[src/rtl/core/nmdd_pkg.sv]
// Shared constants and types of the neighbour max difference density core.
package nmdd_pkg;

    localparam int MAX_WIDTH  = 256;
    localparam int MAX_HEIGHT = 128;

    localparam int X_W        = $clog2(MAX_WIDTH);
    localparam int Y_W        = $clog2(MAX_HEIGHT);
    localparam int POS_W      = X_W + Y_W;
    localparam int CELLS_W    = POS_W + 1;
    localparam int DIFF_DEPTH = MAX_WIDTH * MAX_HEIGHT;
    localparam int LINE_AW    = 2 + X_W;
    localparam int LINE_DEPTH = 3 * (2 ** X_W);

    localparam int GW_W       = 9;
    localparam int GH_W       = 8;
    localparam int RHO_W      = 17;
    localparam int SAMPLE_W   = 32;
    localparam int DIFF_W     = 33;
    localparam int QUO_W      = 16;
    localparam int CFG_IDX_W  = 2;
    localparam int CFG_DATA_W = 17;
    localparam int STEP_W     = 4;

    localparam logic [RHO_W-1:0] ONE_Q16 = RHO_W'(65536);

    localparam logic [CFG_IDX_W-1:0] REG_GRID_WIDTH  = CFG_IDX_W'(0);
    localparam logic [CFG_IDX_W-1:0] REG_GRID_HEIGHT = CFG_IDX_W'(1);
    localparam logic [CFG_IDX_W-1:0] REG_MIN_RHO     = CFG_IDX_W'(2);

    localparam logic OP_LOAD = 1'b0;
    localparam logic OP_EMIT = 1'b1;

    typedef struct packed {
        logic              start;
        logic [DIFF_W-1:0] rem_init;
        logic [QUO_W-1:0]  numer;
        logic [DIFF_W-1:0] divisor;
    } div_req_t;

    typedef struct packed {
        logic              done;
        logic [QUO_W-1:0]  quo;
        logic [DIFF_W-1:0] rem;
    } div_rsp_t;

endpackage

[src/rtl/core/nmdd_div.sv]
// Restoring divider, one quotient bit per cycle, shared by position and density.
module nmdd_div (
    input  logic             clk,
    input  logic             rst_n,
    input  nmdd_pkg::div_req_t req,
    output nmdd_pkg::div_rsp_t rsp
);
    import nmdd_pkg::*;

    logic [DIFF_W-1:0] rem_reg, rem_next;
    logic [DIFF_W-1:0] div_reg, div_next;
    logic [QUO_W-1:0]  numer_reg, numer_next;
    logic [QUO_W-1:0]  quo_reg, quo_next;
    logic [STEP_W:0]   cnt_reg, cnt_next;
    logic              run_reg, run_next;
    logic              done_reg, done_next;
    logic [DIFF_W:0]   trial;
    logic              ge;

    always_comb
    begin
        trial      = {rem_reg, numer_reg[QUO_W-1]};
        ge         = trial >= {1'b0, div_reg};
        rem_next   = rem_reg;
        div_next   = div_reg;
        numer_next = numer_reg;
        quo_next   = quo_reg;
        cnt_next   = cnt_reg;
        run_next   = run_reg;
        done_next  = 1'b0;
        if (req.start)
        begin
            rem_next   = req.rem_init;
            div_next   = req.divisor;
            numer_next = req.numer;
            cnt_next   = '0;
            run_next   = 1'b1;
        end
        else if (run_reg)
        begin
            rem_next   = ge ? DIFF_W'(trial - {1'b0, div_reg}) : DIFF_W'(trial);
            numer_next = {numer_reg[QUO_W-2:0], 1'b0};
            quo_next   = {quo_reg[QUO_W-2:0], ge};
            cnt_next   = cnt_reg + 1'b1;
            if (cnt_reg == (STEP_W+1)'(QUO_W - 1))
            begin
                run_next  = 1'b0;
                done_next = 1'b1;
            end
        end
    end

    always_ff @(posedge clk or negedge rst_n)
    begin
        if (!rst_n)
        begin
            cnt_reg  <= '0;
            run_reg  <= 1'b0;
            done_reg <= 1'b0;
        end
        else
        begin
            cnt_reg  <= cnt_next;
            run_reg  <= run_next;
            done_reg <= done_next;
        end
    end

    always_ff @(posedge clk)
    begin
        rem_reg   <= rem_next;
        div_reg   <= div_next;
        numer_reg <= numer_next;
        quo_reg   <= quo_next;
    end

    assign rsp.done = done_reg;
    assign rsp.quo  = quo_reg;
    assign rsp.rem  = rem_reg;

endmodule
[config.mk]
export PLATFORM = sky130hd
export DESIGN_NAME = nmdd_div
export DESIGN_NICKNAME = d
export VERILOG_FILES = /design/src/rtl/core/nmdd_pkg.sv /design/src/rtl/core/nmdd_div.sv
export SDC_FILE = /design/constraint.sdc
export NUM_CORES = 1
export LEC_CHECK = 0
export ABC_AREA = 1
export BUFFER_PORTS_ARGS = -buffer_cell sky130_fd_sc_hd__buf_4
export CORE_ASPECT_RATIO = 1.1
export CORE_MARGIN = 8
export CORE_UTILIZATION = 45
export DETAILED_ROUTE_END_ITERATION = 8
export GPL_ROUTABILITY_DRIVEN = 1
export PLACE_DENSITY_LB_ADDON = 0.12
export SYNTH_ARGS = -nofsm -noshare
export SYNTH_HDL_FRONTEND = slang
export SYNTH_SLANG_ARGS = --single-unit
[constraint.sdc]
create_clock -name clk -period 2.15 [get_ports clk]
set_input_delay 0.43 -clock clk [delete_from_list [all_inputs] [get_ports clk]]
set_output_delay 0.43 -clock clk [all_outputs]
set_load 0.05 [all_outputs]
# --- Yosys cells after proc, flatten, opt, wreduce, memory -nomap -nowiden ---
# Index checks and enable logic that the tools add are counted.
classes:
  n_lt_le_gt_ge: 1
  n_eq_ne: 1
  n_reduce_logical: 2
  bitwise_logic: 1
  n_mux: 13
  add_sub_neg: 2
ops:
  columns: ["cell", "count"]
  rows:
  - ["$mux 33", 3]
  - ["$ge 34x33->1", 1]
  - ["$sub 33x33->33", 1]
  - ["$mux 16", 2]
  - ["$mux 5", 2]
  - ["$mux 1", 6]
  - ["$add 5x1->5 const B", 1]
  - ["$eq 5x4->1 const B", 1]
  - ["$reduce_and 2->1", 1]
  - ["$reduce_bool 2->1", 1]
  - ["$not 1->1", 1]
word_totals:
  inputBits: 85
  out_inout_bits: 50
  regBits: 105
  wordCells: 27

# --- Logic depth before layout (Yosys ltp) ---
logic_depth:
  depth_word: 4
  ltp_mapped: 17

# --- Least setup slack after synthesis ---
# No wires, ideal clock.
synth_timing:
  path_kind: "register to register"
  start: "register rem_reg[29]"
  end: "register rem_reg[10] (data pin)"
  slack_ns: -0.237
  stages_incl_launch_ff: 13
  arrival_time_ns: 2.134
  n_path_buf: 1
  setup_time_ns: 0.253
  period_less_slack_ns: 2.387
  path_cell_list: "edfxtp_1 ha_1 nand2_2 inv_2 nand2_1 inv_1 a21oi_1 nand2_2 nor2_8 buf_2 nand3b_1 nand3_1 nand2_1"
synth_via:
  elab_chain_cells: 4
synth_rtl:
  columns: ["item", "line_no", "text"]
  rows:
  - ["from (decl)", "nmdd_div.sv:10", "logic [DIFF_W-1:0] rem_reg, rem_next;"]
  - ["from (signal assigned)", "nmdd_div.sv:71", "rem_reg <= rem_next;"]
  - ["$ge 34x33->1", "nmdd_div.sv:23", "ge = trial >= {1'b0, div_reg};"]
  - ["$mux 33", "nmdd_div.sv:41", "rem_next = ge ? DIFF_W'(trial - {1'b0, div_reg}) : DIFF_W'(trial);"]
  - ["$mux 33", "nmdd_div.sv:39", "else if (run_reg)"]
  - ["$mux 33", "nmdd_div.sv:31", "if (req.start)"]
  - ["named net rem_next[10]", "nmdd_div.sv:10", null]
# The timed path passes the listed nets, and every way through them passes these cells. The select of a mux whose other input is x is not followed.
# A chain may end at the register's enable or synchronous reset.

# --- Worst setup path after layout ---
layout_timing:
  start: "register rem_reg[24]"
  end: "register rem_reg[23] (data pin)"
# Same word-level chain as after synthesis.

==> results.toml <==
[grt]
grt_pass1_wl_um = 37260
first_global_vias = 7401
antenna_found_initial = 0
grt_usage = 0.2351
grt_max_degree = 53
gr-total-overflow = 0

[sta]
setup_ws_ps = -181.4
slew_viol_final = 0
fin_crit_ps = 2331
finClkSkew_ps = 11.35
slew_headroom = 0.4970
rsz0062_at_grt = "true"
fin_crit_sh = 1.084
setup_viol = 34
clock.fmax_ghz = 0.4289
final-hold-violation-count = 0
tightest_slew_ps = 754.5

[pwr]
irDropWorstVdd_mv = 0.6506
p_per_area_nw_per_um2 = 1437
power_leakage_nw = 5.763

[placement]
routabilityCongestion = 0.9760
postPlaceCellArea_um2 = 9823
port_buffers = 134
place_ws_ps = -214.8
dp_hpwl_um = 16940

[drt]
drt-initial-drc-count = 464
vias = 7332
routedWlPerCell_um = 16.64
detail_route.drc_violations = 0
via_per_inst = 4.954
ant_nets = 0
drt_wl_total_um = 24620
drt-pass1-iter-count = 6

[cells_and_area]
nNetsFinal = 1396
area_growth_pct = 57.00
final_cell_mix = "nand2_1 (317), buf_4 (289), inv_1 (146)"
layout-drive-gt1-share = 0.4273
antennaDiodeCount = 0
stdcell_area_um2 = 11340
layout.cells.most_common = "nand2_1"

[clocking]
clockBufferDepth = 2
clk_pin_slew_worst_paths_ps = 90
root_buffer = "clkbuf_16"
insertion_delay_ps = 370
cts_sinks = 105
cts_tree = "done"
cts_made_buffers = 9
htree_levels = 3

[critical_path]
rr_worst_depth = 14
max_stage_delay_ps = 490
cp.arrival_ps = 2450
worstSetupStartpointType = "flop"
worstPathCellList = "ha_4 > nand2_4 > nor2_4 > buf_6 > nand2_2 > nand2_2 > nand2_2 > nand2_4 > nor2_8 > buf_12 > buf_12 > nand3b_1 > nand3_1 > nand2_1"
worstSetupPathType = "reg2reg"
critPathCaptureType = "flop"
cp_slowest_cell = "edfxtp_1"
crit_fanout = 8
required_ps = 2270
cpMostUsedCell = "nand2_2"

[outcome]
violations = "negative setup slack"
status = "complete, but fails checks"

[yosys]
ys_seq_area_frac = 0.4316
synthesis.area_um2 = 7224
synthArstFlopShare = 0.06667
syn-num-nets = 1087
ys_types = 36
synth_edf_count = 98
yosysWarnings = 0
yosys_register_bits = 105
synthFlopType = "edfxtp_1"
synth_cells = 966
syn_area_per_cell_um2 = 7.479

[min_path]
hold_depth = 1
hold_path_class = "in2reg"

[floorplanning]
die_h_um = 148.9
rows = 48
core_area_um2 = 15740
io_pins = 135
die_w_um = 136.8
fp.dieArea_um2 = 20370
initial_core_util = 0.4591

[job]
drv_cap = 0
[synth_stat cells (3+ instances only)]
master | instances | area share
a21oi_1 | 20 | 0.014
and2_1 | 7 | 0.0061
buf_2 | 8 | 0.0055
buf_6 | 5 | 0.0078
clkbuf_1 | 7 | 0.0036
clkinv_1 | 4 | 0.0021
dfrtp_1 | 7 | 0.024
edfxtp_1 | 98 | 0.41
ha_1 | 35 | 0.061
inv_1 | 157 | 0.082
inv_2 | 17 | 0.0088
nand2_1 | 392 | 0.20
nand2_2 | 10 | 0.0087
nand3_1 | 72 | 0.050
nand3b_1 | 28 | 0.029
nand4_1 | 9 | 0.0078
nor2_1 | 43 | 0.022
nor2_2 | 4 | 0.0035
nor2_4 | 3 | 0.0047
nor3_1 | 3 | 0.0021
o21ai_0 | 3 | 0.0021
o21bai_1 | 6 | 0.0062
xnor2_1 | 13 | 0.016
[power breakdown]
group	total [mW]	leakage (nW)	switching [mW]	internal [mW]
registers	3.12	1.10	0.362	2.76
logic	11.4	4.51	6.43	4.99
clock network	1.76	0.147	0.919	0.839
[final timing paths]
kind / start / endpoint / slack, ps
max: rem_reg[24]$_DFFE_PP_ / rem_reg[23]$_DFFE_PP_ / -180
max reg2reg: rem_reg[24]$_DFFE_PP_ / rem_reg[23]$_DFFE_PP_ / -180
min reg2reg: quo_reg[9]$_DFFE_PP_ / quo_reg[10]$_DFFE_PP_ / 450
min in group asynchronous: rst_n / cnt_reg[0]$_DFFE_PN0P_ / 400
min: req[11] / div_reg[11]$_DFFE_PP_ / 230
max in group asynchronous: rst_n / cnt_reg[4]$_DFFE_PN0P_ / 1620
[cell families (layout without fill, tap and decap cells)]
family,after synthesis,count (layout),share of synthesized area
DFF,105,105,0.4316
AOI/OAI and AO/OA,33,33,0.02632
and+or+nand+nor,579,585,0.3512
buffers and inverters,199,507,0.1105
xor gates and xnor gates,14,14,0.01697
adders and majority gates,36,36,0.06339
[what timing repair did]
action                     in CTS  in global routing
pin swaps                      29                 67
hold endpoints to repair        7                  0
resized for setup              56                122
cloned                          7                  3
hold buffers                    1                  0
setup endpoints to repair      33                 34
buffers inserted               28                 18
[routing by layer]
| layer | wire length, µm | track usage | vias up |
|---|---|---|---|
| met4 | 626 | 0.07558 | 0 |
| met2 | 12030 | 0.3875 | 243 |
| met5 | 0 | 0 | - |
| met1 | 10220 | 0.2953 | 3387 |
| li1 | - | - | 3660 |
| met3 | 1746 | 0.05896 | 42 |
[stage by stage]
step	instances	power, mW	utilization	hold WS, ps	TNS (ps)
6_report	1480	16.30	0.7208	234.5	-3192
5_1_grt	1480	17.34	0.7208	217.4	-6384
4_1_cts	1462	15.13	0.6830	221.0	-2374
3_5_place_dp	1410	12.43	0.6243	247.7	-4735
3_3_place_gp	1410	12.35	0.6243	246.5	-4539
2_1_floorplan	966	8.985	-	134.4	-3424
[final cells by class]
type	instances	area, µm²
tap	200	250.2
timing repair buffer	313	2582
sequential	105	3118
clock inverter	7	85.08
inverter	178	674.4
fill	1301	4393
multi-input combinational	668	4407
clock buffer	9	225.2
[critical path: cells and delay by family (launching register included)]
family	cells	cell delay (ps)
AND/OR/NAND/NOR	10	880
flip-flops	1	490
buffers and inverters	3	430
adder cells (fa/ha/maj)	1	280
Power figures use the tool's default switching activity.
